==> src/design/sid_pkg.sv <==
package sid_pkg;

  localparam int CAPACITY = 16;
  localparam int IDX_W    = $clog2(CAPACITY);
  localparam int CNT_W    = $clog2(CAPACITY + 1);

  localparam int CMD_W  = 3;
  localparam int VAL_W  = 32;
  localparam int POS_W  = 4;
  localparam int STAT_W = 2;
  localparam int FILL_W = 5;

  localparam logic [CMD_W-1:0] CMD_PUSH_FRONT = 3'd0;
  localparam logic [CMD_W-1:0] CMD_PUSH_BACK  = 3'd1;
  localparam logic [CMD_W-1:0] CMD_PUSH_SORT  = 3'd2;
  localparam logic [CMD_W-1:0] CMD_POP_FRONT  = 3'd3;
  localparam logic [CMD_W-1:0] CMD_POP_BACK   = 3'd4;
  localparam logic [CMD_W-1:0] CMD_READ       = 3'd5;

  localparam logic [STAT_W-1:0] ST_DONE  = 2'd0;
  localparam logic [STAT_W-1:0] ST_FULL  = 2'd1;
  localparam logic [STAT_W-1:0] ST_EMPTY = 2'd2;
  localparam logic [STAT_W-1:0] ST_RANGE = 2'd3;

  typedef logic signed [VAL_W-1:0] val_t;
  typedef logic [CNT_W-1:0]        cnt_t;
  typedef logic [IDX_W-1:0]        idx_t;

endpackage

==> src/design/sorted_insert_deque.sv <==
// Ordered store of up to sid_pkg::CAPACITY signed 32-bit entries.
// Input channel (in_valid / in_stall) carries one command beat: in_command,
// in_value (push commands) and in_position (read). Output channel
// (out_valid / out_stall) returns exactly one beat per command: out_status,
// out_read_value, and out_front_value, out_back_value, out_fill_count as
// they stand after the command.
// Commands run one at a time; in_stall is high from acceptance until the
// result is loaded into the output register. All entry traffic goes through
// the single read port and single write port of the entry memory, so an
// entry move takes a read step and then a write step.
// A sorted push compares the value with the front entry, then the back
// entry, then scans upward from index 1 for the first entry not below it.
// Pushes shift the entries at and above the slot up one place from the back
// before writing the value; pop front shifts entries down toward the front.
// Every command ends by reading the front and back entries (skipped when the
// store is empty) and then loads the output register.
// When out_stall holds the output, a finished command waits in its last step
// and the block takes no new beat; the held result does not change.
// Synchronous active-low reset empties the store and drops any pending
// result; entry contents are not cleared, only the fill count.
module sorted_insert_deque (
  input  logic                            clk,
  input  logic                            rst_n,
  input  logic                            in_valid,
  output logic                            in_stall,
  input  logic [sid_pkg::CMD_W-1:0]       in_command,
  input  logic signed [sid_pkg::VAL_W-1:0] in_value,
  input  logic [sid_pkg::POS_W-1:0]       in_position,
  output logic                            out_valid,
  input  logic                            out_stall,
  output logic [sid_pkg::STAT_W-1:0]      out_status,
  output logic signed [sid_pkg::VAL_W-1:0] out_read_value,
  output logic signed [sid_pkg::VAL_W-1:0] out_front_value,
  output logic signed [sid_pkg::VAL_W-1:0] out_back_value,
  output logic [sid_pkg::FILL_W-1:0]      out_fill_count
);
  import sid_pkg::*;

  localparam int SW = 5;
  localparam logic [SW-1:0] S_IDLE     = 5'd0;
  localparam logic [SW-1:0] S_SRT0     = 5'd1;
  localparam logic [SW-1:0] S_SRT0_CMP = 5'd2;
  localparam logic [SW-1:0] S_SRTL     = 5'd3;
  localparam logic [SW-1:0] S_SRTL_CMP = 5'd4;
  localparam logic [SW-1:0] S_SRTS     = 5'd5;
  localparam logic [SW-1:0] S_SRTS_CMP = 5'd6;
  localparam logic [SW-1:0] S_INS_CHK  = 5'd7;
  localparam logic [SW-1:0] S_INS_MOV  = 5'd8;
  localparam logic [SW-1:0] S_INS_WR   = 5'd9;
  localparam logic [SW-1:0] S_POPF     = 5'd10;
  localparam logic [SW-1:0] S_POPF_MOV = 5'd11;
  localparam logic [SW-1:0] S_READ     = 5'd12;
  localparam logic [SW-1:0] S_READ_GET = 5'd13;
  localparam logic [SW-1:0] S_FIN0     = 5'd14;
  localparam logic [SW-1:0] S_FIN1     = 5'd15;
  localparam logic [SW-1:0] S_FIN2     = 5'd16;
  localparam logic [SW-1:0] S_OUT      = 5'd17;

  val_t mem [CAPACITY];

  logic [SW-1:0]     state_r, state_nxt;
  cnt_t              cnt_r, cnt_nxt;
  cnt_t              i_r, i_nxt;
  cnt_t              slot_r, slot_nxt;
  val_t              val_r, val_nxt;
  logic [POS_W-1:0]  pos_r, pos_nxt;
  logic [STAT_W-1:0] stat_r, stat_nxt;
  val_t              rd_r, rd_nxt;
  val_t              front_r, front_nxt;
  val_t              back_r, back_nxt;
  val_t              rd_data_r;
  logic              out_valid_r, out_valid_nxt;
  logic [STAT_W-1:0] out_status_r, out_status_nxt;
  val_t              out_rd_r, out_rd_nxt;
  val_t              out_front_r, out_front_nxt;
  val_t              out_back_r, out_back_nxt;
  cnt_t              out_cnt_r, out_cnt_nxt;

  idx_t rd_addr;
  idx_t wr_addr;
  logic wr_en;
  val_t wr_data;
  logic in_acc;
  logic full;
  logic v_lt;
  logic v_eq;
  cnt_t cnt_m1;
  cnt_t i_m1;
  cnt_t i_p1;

  assign in_acc = in_valid && !in_stall;
  assign full   = (cnt_r >= CNT_W'(CAPACITY));
  assign cnt_m1 = cnt_r - CNT_W'(1);
  assign i_m1   = i_r - CNT_W'(1);
  assign i_p1   = i_r + CNT_W'(1);

  // Shared compare of the command value against the word just read.
  assign v_lt = (val_r < rd_data_r);
  assign v_eq = (val_r == rd_data_r);

  always_ff @(posedge clk) begin
    if (wr_en) begin
      mem[wr_addr] <= wr_data;
    end
    rd_data_r <= mem[rd_addr];
  end

  always_comb begin
    state_nxt      = state_r;
    cnt_nxt        = cnt_r;
    i_nxt          = i_r;
    slot_nxt       = slot_r;
    val_nxt        = val_r;
    pos_nxt        = pos_r;
    stat_nxt       = stat_r;
    rd_nxt         = rd_r;
    front_nxt      = front_r;
    back_nxt       = back_r;
    out_valid_nxt  = out_valid_r;
    out_status_nxt = out_status_r;
    out_rd_nxt     = out_rd_r;
    out_front_nxt  = out_front_r;
    out_back_nxt   = out_back_r;
    out_cnt_nxt    = out_cnt_r;
    rd_addr        = '0;
    wr_addr        = i_r[IDX_W-1:0];
    wr_en          = 1'b0;
    wr_data        = rd_data_r;

    if (out_valid_r && !out_stall) begin
      out_valid_nxt = 1'b0;
    end

    case (state_r)
      S_IDLE: begin
        if (in_acc) begin
          val_nxt  = in_value;
          pos_nxt  = in_position;
          stat_nxt = ST_DONE;
          rd_nxt   = '0;
          i_nxt    = cnt_r;
          state_nxt = S_FIN0;
          case (in_command)
            CMD_PUSH_FRONT, CMD_PUSH_BACK, CMD_PUSH_SORT: begin
              if (full) begin
                stat_nxt = ST_FULL;
              end else if (in_command == CMD_PUSH_FRONT) begin
                slot_nxt  = '0;
                state_nxt = S_INS_CHK;
              end else if (in_command == CMD_PUSH_BACK || cnt_r == '0) begin
                slot_nxt  = (in_command == CMD_PUSH_BACK) ? cnt_r : '0;
                state_nxt = S_INS_CHK;
              end else begin
                state_nxt = S_SRT0;
              end
            end
            CMD_POP_FRONT: begin
              if (cnt_r == '0) begin
                stat_nxt = ST_EMPTY;
              end else begin
                i_nxt     = '0;
                state_nxt = S_POPF;
              end
            end
            CMD_POP_BACK: begin
              if (cnt_r == '0) begin
                stat_nxt = ST_EMPTY;
              end else begin
                cnt_nxt = cnt_m1;
              end
            end
            CMD_READ: begin
              if (CNT_W'(in_position) < cnt_r) begin
                state_nxt = S_READ;
              end else begin
                stat_nxt = ST_RANGE;
              end
            end
            default: begin
              state_nxt = S_FIN0;
            end
          endcase
        end
      end
      S_SRT0: begin
        rd_addr   = '0;
        state_nxt = S_SRT0_CMP;
      end
      S_SRT0_CMP: begin
        if (v_lt || v_eq) begin
          slot_nxt  = '0;
          i_nxt     = cnt_r;
          state_nxt = S_INS_CHK;
        end else begin
          state_nxt = S_SRTL;
        end
      end
      S_SRTL: begin
        rd_addr   = cnt_m1[IDX_W-1:0];
        state_nxt = S_SRTL_CMP;
      end
      S_SRTL_CMP: begin
        if (!v_lt) begin
          slot_nxt  = cnt_r;
          i_nxt     = cnt_r;
          state_nxt = S_INS_CHK;
        end else begin
          i_nxt     = CNT_W'(1);
          state_nxt = S_SRTS;
        end
      end
      S_SRTS: begin
        rd_addr   = i_r[IDX_W-1:0];
        state_nxt = S_SRTS_CMP;
      end
      S_SRTS_CMP: begin
        // Last entry is known to be above the value, so the scan ends there.
        if (v_lt || v_eq) begin
          slot_nxt  = i_r;
          i_nxt     = cnt_r;
          state_nxt = S_INS_CHK;
        end else begin
          i_nxt     = i_p1;
          state_nxt = S_SRTS;
        end
      end
      S_INS_CHK: begin
        rd_addr = i_m1[IDX_W-1:0];
        if (i_r > slot_r) begin
          state_nxt = S_INS_MOV;
        end else begin
          state_nxt = S_INS_WR;
        end
      end
      S_INS_MOV: begin
        wr_en     = 1'b1;
        wr_addr   = i_r[IDX_W-1:0];
        wr_data   = rd_data_r;
        i_nxt     = i_m1;
        state_nxt = S_INS_CHK;
      end
      S_INS_WR: begin
        wr_en     = 1'b1;
        wr_addr   = slot_r[IDX_W-1:0];
        wr_data   = val_r;
        cnt_nxt   = cnt_r + CNT_W'(1);
        state_nxt = S_FIN0;
      end
      S_POPF: begin
        rd_addr = i_p1[IDX_W-1:0];
        if (i_p1 < cnt_r) begin
          state_nxt = S_POPF_MOV;
        end else begin
          cnt_nxt   = cnt_m1;
          state_nxt = S_FIN0;
        end
      end
      S_POPF_MOV: begin
        wr_en     = 1'b1;
        wr_addr   = i_r[IDX_W-1:0];
        wr_data   = rd_data_r;
        i_nxt     = i_p1;
        state_nxt = S_POPF;
      end
      S_READ: begin
        rd_addr   = IDX_W'(pos_r);
        state_nxt = S_READ_GET;
      end
      S_READ_GET: begin
        rd_nxt    = rd_data_r;
        state_nxt = S_FIN0;
      end
      S_FIN0: begin
        rd_addr = '0;
        if (cnt_r == '0) begin
          front_nxt = '0;
          back_nxt  = '0;
          state_nxt = S_OUT;
        end else begin
          state_nxt = S_FIN1;
        end
      end
      S_FIN1: begin
        rd_addr   = cnt_m1[IDX_W-1:0];
        front_nxt = rd_data_r;
        state_nxt = S_FIN2;
      end
      S_FIN2: begin
        back_nxt  = rd_data_r;
        state_nxt = S_OUT;
      end
      S_OUT: begin
        // Hold here until the output register is free.
        if (!out_valid_r || !out_stall) begin
          out_valid_nxt  = 1'b1;
          out_status_nxt = stat_r;
          out_rd_nxt     = rd_r;
          out_front_nxt  = front_r;
          out_back_nxt   = back_r;
          out_cnt_nxt    = cnt_r;
          state_nxt      = S_IDLE;
        end
      end
      default: begin
        state_nxt = S_IDLE;
      end
    endcase
  end

  always_ff @(posedge clk) begin
    if (!rst_n) begin
      state_r     <= S_IDLE;
      cnt_r       <= '0;
      out_valid_r <= 1'b0;
    end else begin
      state_r     <= state_nxt;
      cnt_r       <= cnt_nxt;
      out_valid_r <= out_valid_nxt;
    end
  end

  always_ff @(posedge clk) begin
    i_r          <= i_nxt;
    slot_r       <= slot_nxt;
    val_r        <= val_nxt;
    pos_r        <= pos_nxt;
    stat_r       <= stat_nxt;
    rd_r         <= rd_nxt;
    front_r      <= front_nxt;
    back_r       <= back_nxt;
    out_status_r <= out_status_nxt;
    out_rd_r     <= out_rd_nxt;
    out_front_r  <= out_front_nxt;
    out_back_r   <= out_back_nxt;
    out_cnt_r    <= out_cnt_nxt;
  end

  assign in_stall        = (state_r != S_IDLE);
  assign out_valid       = out_valid_r;
  assign out_status      = out_status_r;
  assign out_read_value  = out_rd_r;
  assign out_front_value = out_front_r;
  assign out_back_value  = out_back_r;
  assign out_fill_count  = FILL_W'(out_cnt_r);

endmodule

==> config.mk <==
export PLATFORM = sky130hd
export DESIGN_NAME = sorted_insert_deque
export DESIGN_NICKNAME = d
export VERILOG_FILES = /design/src/design/sid_pkg.sv /design/src/design/sorted_insert_deque.sv
export SDC_FILE = /design/constraint.sdc
export NUM_CORES = 1
export LEC_CHECK = 0
export BUFFER_PORTS_ARGS = -buffer_cell sky130_fd_sc_hd__buf_2
export CELL_PAD_IN_SITES_DETAIL_PLACEMENT = 0
export CELL_PAD_IN_SITES_GLOBAL_PLACEMENT = 2
export CORE_MARGIN = 2
export CORE_UTILIZATION = 45
export CTS_CLUSTER_SIZE = 14
export DETAILED_ROUTE_END_ITERATION = 16
export GPL_ROUTABILITY_DRIVEN = 0
export PLACE_DENSITY = 0.82
export SLEW_MARGIN = 10
export SYNTH_ARGS = -nofsm -noshare
export SYNTH_HDL_FRONTEND = slang
export SYNTH_SLANG_ARGS = --single-unit
==> constraint.sdc <==
create_clock -name clk -period 11.65 [get_ports clk]
set_clock_uncertainty 0.2 [all_clocks]
set_input_delay 2.33 -clock clk [delete_from_list [all_inputs] [get_ports clk]]
set_output_delay 2.33 -clock clk [all_outputs]
set_load 0.01 [all_outputs]
==> flow_summary.json, run 1 <==
{
  "yosys.area.top_type_share_pct": 69.9,
  "worstHoldPathType": "flip-flop to flip-flop",
  "place_area_um2": 34600,
  "initial_core_util_pct": 45.6,
  "power_per_cell_area_nw_per_um2": 235,
  "route.final.wire_length_um": 70900,
  "synthesis.nets": 2071,
  "drc_errors": 0,
  "final.min_clock_period_ns": 5.38,
  "placementRows": 98,
  "power.internal_mw": 5.94,
  "crit_path_leading_delay_family": "flip-flops",
  "critical_path_arrival_ns": 2.85,
  "fillCellCount": 5825,
  "ff2ff_setup_slack_ns": 6.51,
  "max_clock_freq_mhz": 186,
  "post-route-cell-area_um2": 37100,
  "cp-start-kind": "flip-flop",
  "die_area_um2": 74700,
  "timing.setup.critical_path_class": "flip-flop to primary output",
  "finish.utilization_pct": 51.8,
  "holdBufCountCts": 0,
  "worstPathRequired_ns": 9.12,
  "synth_edf_count": 759,
  "swShare_pct": 31.7,
  "critPathCaptureType": "primary output",
  "grt_max_degree": 149,
  "outcome": "completed",
  "dr.pass1.iters": 6,
  "combPwrFrac_pct": 27.6,
  "drt_first_iter_violations": 1286,
  "synthDominantAreaCellType": "edfxtp_1",
  "final_min_period_over_clock_period_pct": 46.2,
  "layout-drive-gt1-share_pct": 15.7,
  "synth-seq-cells": 802,
  "netlist-cell-type-count": 63,
  "timing.critical_path.mode_cell": "nor2_1",
  "grt_usage_pct": 19.0,
  "max-cap-violations": 0,
  "clkSinkCount": 802,
  "yosys_most_used_dff": "edfxtp_1",
  "top_level_ports": 148,
  "routedWlPerCell_um": 22.3,
  "hold_violations": 0,
  "worst_hold_path.endpoint": "out_back_value[26]",
  "overflow": 0,
  "worst_pin_slew_ns": 1.21,
  "slew_headroom_pct": 19.0,
  "synthCells": 1979,
  "clkSlewWorstSetupHoldPaths_ns": 0.06,
  "synth.cell_area_um2": 32600,
  "ys_seq_area_share_pct": 72.5,
  "netlist_top_cells_area": "edfxtp_1 (70%), mux2i_1 (15%), dfxtp_1 (2.6%)",
  "via_per_inst": 5.40,
  "grt_pass1_wl_um": 106000,
  "leakagePower_nw": 12.3,
  "route.vias.total": 17200,
  "power.ir.vdd_worst_mv": 0.199,
  "grt_antenna_before_repair": 1,
  "seqPwrFrac_pct": 44.6,
  "die_width_um": 273,
  "fp.dieH_um": 273,
  "hold_start": "back_r[26]",
  "fin_ws_ns": 6.27,
  "hpwlAfterDp_um": 41100,
  "core-area_um2": 71600,
  "crit_chain": "nor2_1 -> nand2_1 -> buf_4 -> nor2_1 -> inv_1 -> buf_2",
  "post-cts-setup-buffer-count": 0,
  "clock-root-buffer": "clkbuf_16",
  "place_ws_ns": 6.55,
  "cts_tree": "built",
  "yosys_warnings": 0,
  "cts-buffers-inserted": 80,
  "numPortBuffers": 147,
  "power_switching_mw": 2.76,
  "ctsLongestPathBuffers": 3,
  "crit_path_max_incr_delay_ns": 0.94,
  "setup-violations-final": 0,
  "synthesis.area_per_instance_um2": 16.5,
  "cts.repair.resized": 0,
  "cp_num_cells": 6,
  "clock_insertion_delay_worst_skew_ns": 0.62,
  "worstHoldPathCells": 0,
  "crit_slowest_cell": "dfxtp_1",
  "totalPowerFinal_mw": 8.69,
  "h_tree_levels": 3,
  "postSynth.asyncResetShare_pct": 0,
  "vias_in_the_first_global_route": 17000,
  "final_max_slew_viol_count": 0,
  "cp_num_buf_inv": 3,
  "rsz_0062_raised_after_global_routing": "false",
  "synth.cells.most_frequent": "edfxtp_1 (759), mux2i_1 (484), nor3_1 (113)",
  "ant_nets": 0,
  "layout_overhead_on_the_synthesized_area_pct": 13.6,
  "rr_endpoint": "mem[4][15]",
  "crit_fanout": 36,
  "reg2reg_depth": 10,
  "most_common_cell_in_the_netlist": "edfxtp_1",
  "finish.net_count": 2263,
  "r2r_start": "state_r[1]",
  "power.share.clock_pct": 27.8,
  "totalNegativeSetupSlack_ns": 0
}
==> worst max-delay path by stage <==
| stage | endpoint | start | slack, ns |
|---|---|---|---|
| floorplan | out_back_value[0] | out_stall | 3.66 |
| global placement | mem[4][14] | state_r[1] | 6.66 |
| detailed placement | mem[4][14] | state_r[1] | 6.55 |
| CTS | in_stall | state_r[1] | 6.26 |
| global route | in_stall | state_r[1] | 6.13 |
| finish | in_stall | state_r[1] | 6.27 |
==> final cells by class <==
cell class	count	area, µm²	share of cell area [%]
multi-input combinational	1024	8320	22.5
inverter	51	191	0.517
antenna	3	7.51	0.0203
clock inverter	41	378	1.02
timing repair buffer	212	1250	3.37
tap	950	1190	3.21
clock buffer	99	2070	5.59
sequential	802	23700	63.8
==> cells by family after synthesis <==
family	synth area share, %
buffers and inverters	2.58
XOR/XNOR	0.295
AO/OA/AOI/OAI	3.29
AND/OR/NAND/NOR	4.61
multiplexers	14.8
adder cells (fa/ha/maj)	1.88
flip-flops	72.5
==> power groups by stage <==
stage                     Clock, mW  Sequential, mW  Combinational (mW)
final                          2.41            3.88                2.40
after global routing           2.58            3.90                2.62
after detailed placement          0            3.94                2.39
after floorplan                   0            3.86                1.70
after CTS                      2.47            3.88                2.40
after global placement            0            3.94                2.34
==> metrics by stage <==
| step | std cells | hold WS [ns] |
|---|---|---|
| finish | 3182 | 0.218 |
| global route | 3179 | 0.224 |
| CTS | 3177 | 0.218 |
| detailed placement | 3037 | 0.205 |
| global placement | 3037 | 0.202 |
| floorplan | 1979 | 0.200 |
==> placed cells by master, fill, tap and decap left out, types with 4 or more instances in the layout <==
| master | synthesis | layout |
|---|---|---|
| nor2b_1 | 8 | 8 |
| o21ai_0 | 56 | 50 |
| bufinv_16 | 0 | 4 |
| edfxtp_1 | 759 | 759 |
| buf_2 | 14 | 147 |
| clkbuf_16 | 0 | 80 |
| nor2_1 | 42 | 27 |
| o21a_1 | 5 | 5 |
| ha_1 | 49 | 49 |
| clkbuf_1 | 45 | 19 |
| nand3_1 | 14 | 14 |
| nand2b_1 | 8 | 8 |
| a21oi_1 | 35 | 34 |
| a221oi_1 | 7 | 6 |
| nand4_1 | 11 | 11 |
| xnor2_1 | 9 | 9 |
| a21o_1 | 9 | 9 |
| nor3_1 | 113 | 109 |
| o221ai_1 | 4 | 4 |
| nor3_2 | 0 | 4 |
| inv_1 | 50 | 50 |
| dfxtp_1 | 43 | 43 |
| and2_1 | 7 | 6 |
| buf_4 | 13 | 63 |
| clkinv_2 | 0 | 16 |
| mux2i_1 | 484 | 484 |
| a31oi_1 | 10 | 10 |
| o21ai_1 | 0 | 6 |
| nor2_4 | 0 | 14 |
| o31ai_1 | 5 | 5 |
| nand2_1 | 90 | 90 |
| o41ai_1 | 5 | 5 |
| clkinv_1 | 0 | 10 |
==> state kept, by name, indices dropped and copies added, names as in the netlist, 32 cells and up <==
signal / flops
mem: 512
out_front_value: 32
front_r: 32
rd_r: 32
out_read_value: 32
out_back_value: 32
val_r: 32
rd_data_r: 32
back_r: 32
==> layer usage <==
| metal | GRT usage, % | wire length [µm] | share of wire (%) |
|---|---|---|---|
| met1 | 25.4 | 31000 | 44 |
| met2 | 31.1 | 33800 | 48 |
| met3 | 3.72 | 4180 | 5.9 |
| met4 | 6.57 | 1920 | 2.7 |
| met5 | 0 | 0 | 0 |
No activity file was read; power rests on OpenSTA's default activity.
==> run 2: changes to the inputs <==
- ABC_AREA: unset -> 1
- CORE_UTILIZATION: 45 -> 43
- PLACE_DENSITY: 0.82 -> 0.83
- clock period: 11.65 -> 5.1 ns (I/O delays scaled with it)
==> flow_summary.json, run 2 <==
{
  "outcome": "completed",
  "yosys.area.top_type_share_pct": 70.1,
  "numPortBuffers": 147,
  "ff2ff_setup_slack_ns": 0.63,
  "post-cts-setup-buffer-count": 0,
  "route.final.wire_length_um": 82800,
  "clkSlewWorstSetupHoldPaths_ns": 0.06,
  "grt_max_degree": 136,
  "yosys_most_used_dff": "edfxtp_1",
  "vias_in_the_first_global_route": 20000,
  "post_layout_nonfiller_instances": 3798,
  "rsz_0062_raised_after_global_routing": "false",
  "grt_pass1_wl_um": 124000,
  "crit_path_leading_delay_family": "simple AND/OR/NAND/NOR gates",
  "drt_first_iter_violations": 1700,
  "worstHoldPathCells": 0,
  "totalNegativeSetupSlack_ns": 0,
  "clock_insertion_delay_worst_skew_ns": 0.63,
  "route.vias.total": 20400,
  "leakagePower_nw": 13.6,
  "postSynth.asyncResetShare_pct": 0,
  "drc_errors": 0,
  "yosys_warnings": 0,
  "most_common_cell_in_the_netlist": "edfxtp_1",
  "finish.utilization_pct": 50.0,
  "layout.cells.most_common": "edfxtp_1",
  "cp-start-kind": "flip-flop",
  "timing.critical_path.mode_cell": "nand2_1",
  "clock-root-buffer": "clkbuf_16",
  "placementRows": 100,
  "synth.cells.most_frequent": "edfxtp_1 (759), nand2_1 (427), inv_1 (357)",
  "final_max_slew_viol_count": 0,
  "overflow": 0,
  "layout_overhead_on_the_synthesized_area_pct": 14.8,
  "commonest_cells_after_routing_fill_and_taps_aside": "edfxtp_1 (759), nand2_1 (427), inv_1 (357)",
  "slew_headroom_pct": 21.7,
  "power.ir.vdd_worst_mv": 0.316,
  "synth_edf_count": 759,
  "critical_path_arrival_ns": 4.52,
  "die_area_um2": 77900,
  "critPathCaptureType": "flip-flop",
  "ys_seq_area_share_pct": 72.7,
  "via_per_inst": 5.36,
  "layout-drive-gt1-share_pct": 13.2,
  "synth.cell_area_um2": 32500,
  "initial_core_util_pct": 43.5,
  "core-area_um2": 74700,
  "ctsLongestPathBuffers": 3,
  "synth_adder_area_share_pct": 1.89,
  "synthXorXnorAreaFrac_pct": 0.269,
  "crit_chain": "ha_1 -> nand2_1 -> nor2_1 -> nand2_1 -> nor4_1 -> nand2_1 -> nand2_1 -> nand2_1 -> nand3_1 -> nor2_1 -> nor3_1",
  "netlist-cell-type-count": 37,
  "max_clock_freq_mhz": 224,
  "max-cap-violations": 0,
  "crit_path_max_incr_delay_ns": 0.90,
  "diodes": 0,
  "crit_slowest_cell": "nor4_1",
  "cts_tree": "built",
  "synthSimpleGateAreaFrac_pct": 11.0,
  "cp_num_buf_inv": 0,
  "synth-seq-cells": 802,
  "power_per_cell_area_nw_per_um2": 539,
  "hold_violations": 0,
  "clkSinkCount": 802,
  "hpwlAfterDp_um": 48100,
  "portion_of_netlist_area_occupied_by_mux_cells_pct": 0,
  "worst_pin_slew_ns": 1.16,
  "place.detailed.instances": 3652,
  "worstPathRequired_ns": 5.15,
  "synthesis.area_per_instance_um2": 12.6,
  "netlist_top_cells_area": "edfxtp_1 (70%), o211ai_1 (6.0%), nand2_1 (4.9%)",
  "setup-violations-final": 0,
  "flip_flop_count_of_the_largest_register_after_layout": 512,
  "final_min_period_over_clock_period_pct": 87.7,
  "synthesis.nets": 2674,
  "holdBufCountCts": 0,
  "grt_antenna_before_repair": 0,
  "grt_usage_pct": 21.4,
  "dr.pass1.iters": 5,
  "crit_fanout": 9,
  "fp.dieH_um": 279,
  "worstHoldPathType": "flip-flop to flip-flop",
  "cts-buffers-inserted": 81,
  "cp_num_cells": 11,
  "timing.setup.critical_path_class": "flip-flop to flip-flop",
  "reg2reg_depth": 11,
  "finish.net_count": 2858,
  "h_tree_levels": 3,
  "cts.repair.resized": 0,
  "final.min_clock_period_ns": 4.47,
  "synthDominantAreaCellType": "edfxtp_1",
  "synthCells": 2582,
  "die_width_um": 279,
  "ant_nets": 0,
  "synth_compound_gate_area_share_pct": 7.99,
  "routedWlPerCell_um": 21.8,
  "biggest_register": "mem",
  "dominant_combinational_cell_family_by_area_after_synthesis": "simple AND/OR/NAND/NOR gates",
  "top_level_ports": 148
}
## run 2: cell count changes after synthesis, moves of 20 or more
cell | previous run | this run
nor2_1 | 42 | 172
inv_1 | 50 | 357
nor3_1 | 113 | 7
mux2i_1 | 484 | 0
o211ai_1 | 2 | 262
nand2_1 | 90 | 427
clkbuf_1 | 45 | 25
buf_2 | 14 | 69
buf_6 | 27 | 0
nand3_1 | 14 | 231
## run 2: path summary, 6_finish.rpt
kind | start | end
hold / removal | rd_r[31] | out_read_value[31]
setup reg to reg | val_r[31] | slot_r[1]
setup / recovery | val_r[31] | slot_r[1]
hold reg to reg | rd_r[31] | out_read_value[31]
## run 2: kinds of logic after synthesis
logic type | after synthesis
buffers and inverters | 488
adder cells (fa/ha/maj) | 49
AND/OR/NAND/NOR | 857
flip-flops | 802
XOR/XNOR | 10
AO/OA/AOI/OAI | 376
## run 2: final cells by class
| cell class | count | area (µm²) |
|---|---|---|
| Multi-Input combinational cell | 1292 | 7060 |
| Sequential cell | 802 | 23700 |
| Timing Repair Buffer | 223 | 1410 |
| Fill cell | 6385 | 37300 |
| Clock inverter | 38 | 457 |
| Inverter | 366 | 1380 |
| Clock buffer | 108 | 2180 |
| Tap cell | 969 | 1210 |
## run 2: worst register-to-register path, cell delays in order (launching register included)
cell	delay [ns]
edfxtp_1	0.41
ha_1	0.43
nand2_1	0.13
nor2_1	0.24
nand2_1	0.14
nor4_1	0.90
nand2_1	0.22
nand2_1	0.14
nand2_1	0.14
nand3_1	0.33
nor2_1	0.15
nor3_1	0.69
## run 2: where the power goes
group	internal [mW]	switching (mW)	total (mW)
logic	1.49	3.97	5.45
clock network	3.47	2.47	5.94
registers	8.52	0.225	8.74
## run 2: metal layers
metal  up-vias  track usage [%]  routed length (µm)
met2       626             36.5               40900
met3       147             2.50                4290
met1     10100             28.7               35300
met5         -                0                   0
met4         0             6.66                2220
li1       9507                -                   -
## run 2: per-stage QoR
stage / setup slack [ns] / power [mW] / area [µm²] / hold slack, ns
2_1_floorplan: 0.450 / 12.3 / 32500 / 0.200
3_3_place_gp: 0.952 / 14.2 / 34700 / 0.205
3_5_place_dp: 0.764 / 14.3 / 34700 / 0.205
4_1_cts: 0.755 / 20.3 / 37300 / 0.210
5_1_grt: 0.336 / 21.1 / 37300 / 0.217
6_report: 0.627 / 20.1 / 37300 / 0.215
==> run 3: changes to the inputs <==
==> constraint.sdc (replaced) <==
create_clock -name clk -period 5.1 [get_ports clk]
set_clock_uncertainty 0.2 [all_clocks]
set_input_delay 1.53 -clock clk [delete_from_list [all_inputs] [get_ports clk]]
set_output_delay 1.53 -clock clk [all_outputs]
set_load 0.01 [all_outputs]
==> flow_summary.json, run 3 (synthesized netlist as in run 2, its figures left out) <==
{
  "outcome": "completed",
  "drc_errors": 0,
  "layout-drive-gt1-share_pct": 13.9,
  "power.internal_mw": 13.6,
  "cts_tree": "built",
  "overflow": 0,
  "clkSlewWorstSetupHoldPaths_ns": 0.06,
  "power.share.clock_pct": 29.9,
  "cts-buffers-inserted": 81,
  "power_per_cell_area_nw_per_um2": 540,
  "hold_violations": 0,
  "grt_pass1_wl_um": 123000,
  "place_area_um2": 34700,
  "critPathCaptureType": "flip-flop",
  "totalNegativeSetupSlack_ns": 0,
  "via_per_inst": 5.31,
  "initial_core_util_pct": 43.5,
  "layout_overhead_on_the_synthesized_area_pct": 15.2,
  "route.final.wire_length_um": 82400,
  "critical_path_arrival_ns": 3.89,
  "ctsLongestPathBuffers": 3,
  "biggest_register": "mem",
  "finish.net_count": 2869,
  "critical_path_startpoint": "val_r[31]",
  "place.detailed.instances": 3663,
  "timing.setup.critical_path_class": "flip-flop to flip-flop",
  "commonest_cells_after_routing_fill_and_taps_aside": "edfxtp_1 (759), nand2_1 (427), inv_1 (357)",
  "timing.critical_path.mode_cell": "nand2_1",
  "routedWlPerCell_um": 21.6,
  "post_layout_nonfiller_instances": 3814,
  "fp.dieH_um": 279,
  "finish.utilization_pct": 50.2,
  "clkSinkCount": 802,
  "grt_antenna_before_repair": 0,
  "holdBufCountCts": 0,
  "setup-violations-final": 0,
  "slew_headroom_pct": 24.3,
  "flip_flop_count_of_the_largest_register_after_layout": 512,
  "crit_fanout": 9,
  "clock-root-buffer": "clkbuf_16",
  "post-cts-setup-buffer-count": 0,
  "max_clock_freq_mhz": 261,
  "diodes": 0,
  "cp_num_buf_inv": 1,
  "totalPowerFinal_mw": 20.2,
  "grt_usage_pct": 21.2,
  "rsz_0062_raised_after_global_routing": "false",
  "clock_insertion_delay_worst_skew_ns": 0.63,
  "crit_slowest_cell": "nor3_1",
  "r2r_start": "val_r[31]",
  "worstHoldPathType": "flip-flop to flip-flop",
  "hold_start": "rd_r[26]",
  "worst_pin_slew_ns": 1.14,
  "combPwrFrac_pct": 26.8,
  "leakagePower_nw": 13.7,
  "crit_path_max_incr_delay_ns": 0.59,
  "ant_nets": 0,
  "numPortBuffers": 147,
  "placementRows": 100,
  "power_switching_mw": 6.66,
  "final_min_period_over_clock_period_pct": 75.2,
  "drt_first_iter_violations": 2002,
  "layout.cells.most_common": "edfxtp_1",
  "max-cap-violations": 0,
  "dr.pass1.iters": 6,
  "cts.repair.resized": 0,
  "power.ir.vdd_worst_mv": 0.335,
  "final.min_clock_period_ns": 3.84,
  "crit_path_leading_delay_family": "simple AND/OR/NAND/NOR gates",
  "top_level_ports": 148,
  "cp-start-kind": "flip-flop",
  "swShare_pct": 32.9,
  "hpwlAfterDp_um": 47900,
  "vias_in_the_first_global_route": 19900,
  "post-route-cell-area_um2": 37500,
  "core-area_um2": 74700,
  "h_tree_levels": 3,
  "grt_max_degree": 132,
  "seqPwrFrac_pct": 43.3,
  "final_max_slew_viol_count": 0,
  "die_area_um2": 77900,
  "fillCellCount": 6427,
  "crit_chain": "ha_1 -> nand2_1 -> nor2_1 -> nand2_1 -> nor4_1 -> buf_4 -> nand2_1 -> nand2_1 -> nand2_1 -> nand3_1 -> nor2_1 -> nor3_1",
  "worstPathRequired_ns": 5.15,
  "die_width_um": 279,
  "route.vias.total": 20300
}
-- run 3: cell types whose count changed in the layout (fill, tap and decap cells not counted), moves of 3 or more --
cell        change
buf_4          +15
clkbuf_1        -8
clkinv_2        +6
buf_12          -4
inv_6           -4
clkinv_8        +3
clkinvlp_4      +3
-- run 3: final timing paths --
check | end | slack, ns | depth (start not counted)
setup / recovery | slot_r[1] | 1.26 | 12
hold / removal | out_read_value[26] | 0.21 | 0
setup reg to reg | slot_r[1] | 1.26 | 12
hold reg to reg | out_read_value[26] | 0.21 | 0
-- run 3: through the flow --
step	hold WS [ns]	worst slack (ns)
6_report	0.206	1.26
5_1_grt	0.212	0.945
4_1_cts	0.202	1.28
3_5_place_dp	0.205	1.31
3_3_place_gp	0.201	1.33
2_1_floorplan	0.200	0.574
-- run 3: power by group through the flow --
| stage | combinational, mW | sequential, mW | clock, mW |
|---|---|---|---|
| after floorplan | 3.47 | 8.83 | 0 |
| after global placement | 5.32 | 8.88 | 0 |
| after detailed placement | 5.41 | 8.89 | 0 |
| after CTS | 5.43 | 8.75 | 6.15 |
| after global routing | 5.99 | 8.80 | 6.40 |
| final | 5.42 | 8.75 | 6.06 |
-- run 3: metal layers --
| layer | up-vias | wire [µm] | global-route usage (%) |
|---|---|---|---|
| met1 | 9975 | 36000 | 28.7 |
| met4 | 0 | 1840 | 5.35 |
| li1 | 9527 | - | - |
| met2 | 615 | 40400 | 35.9 |
| met5 | - | 0 | 0 |
| met3 | 134 | 4210 | 3.11 |
-- run 3: cell type report --
type / count / area [µm²] / area share [%]
Clock inverter: 49 / 547 / 1.46
Inverter: 366 / 1380 / 3.68
Multi-Input combinational cell: 1292 / 7060 / 18.9
Timing Repair Buffer: 234 / 1440 / 3.84
Sequential cell: 802 / 23700 / 63.1
Tap cell: 969 / 1210 / 3.24
Clock buffer: 102 / 2180 / 5.81
-- run 3: worst reg2reg max path, stage by stage (launching register included) --
cell      delay (ns)
edfxtp_1        0.39
ha_1            0.46
nand2_1         0.12
nor2_1          0.15
nand2_1         0.17
nor4_1          0.35
buf_4           0.24
nand2_1         0.12
nand2_1         0.09
nand2_1         0.14
nand3_1         0.30
nor2_1          0.14
nor3_1          0.59
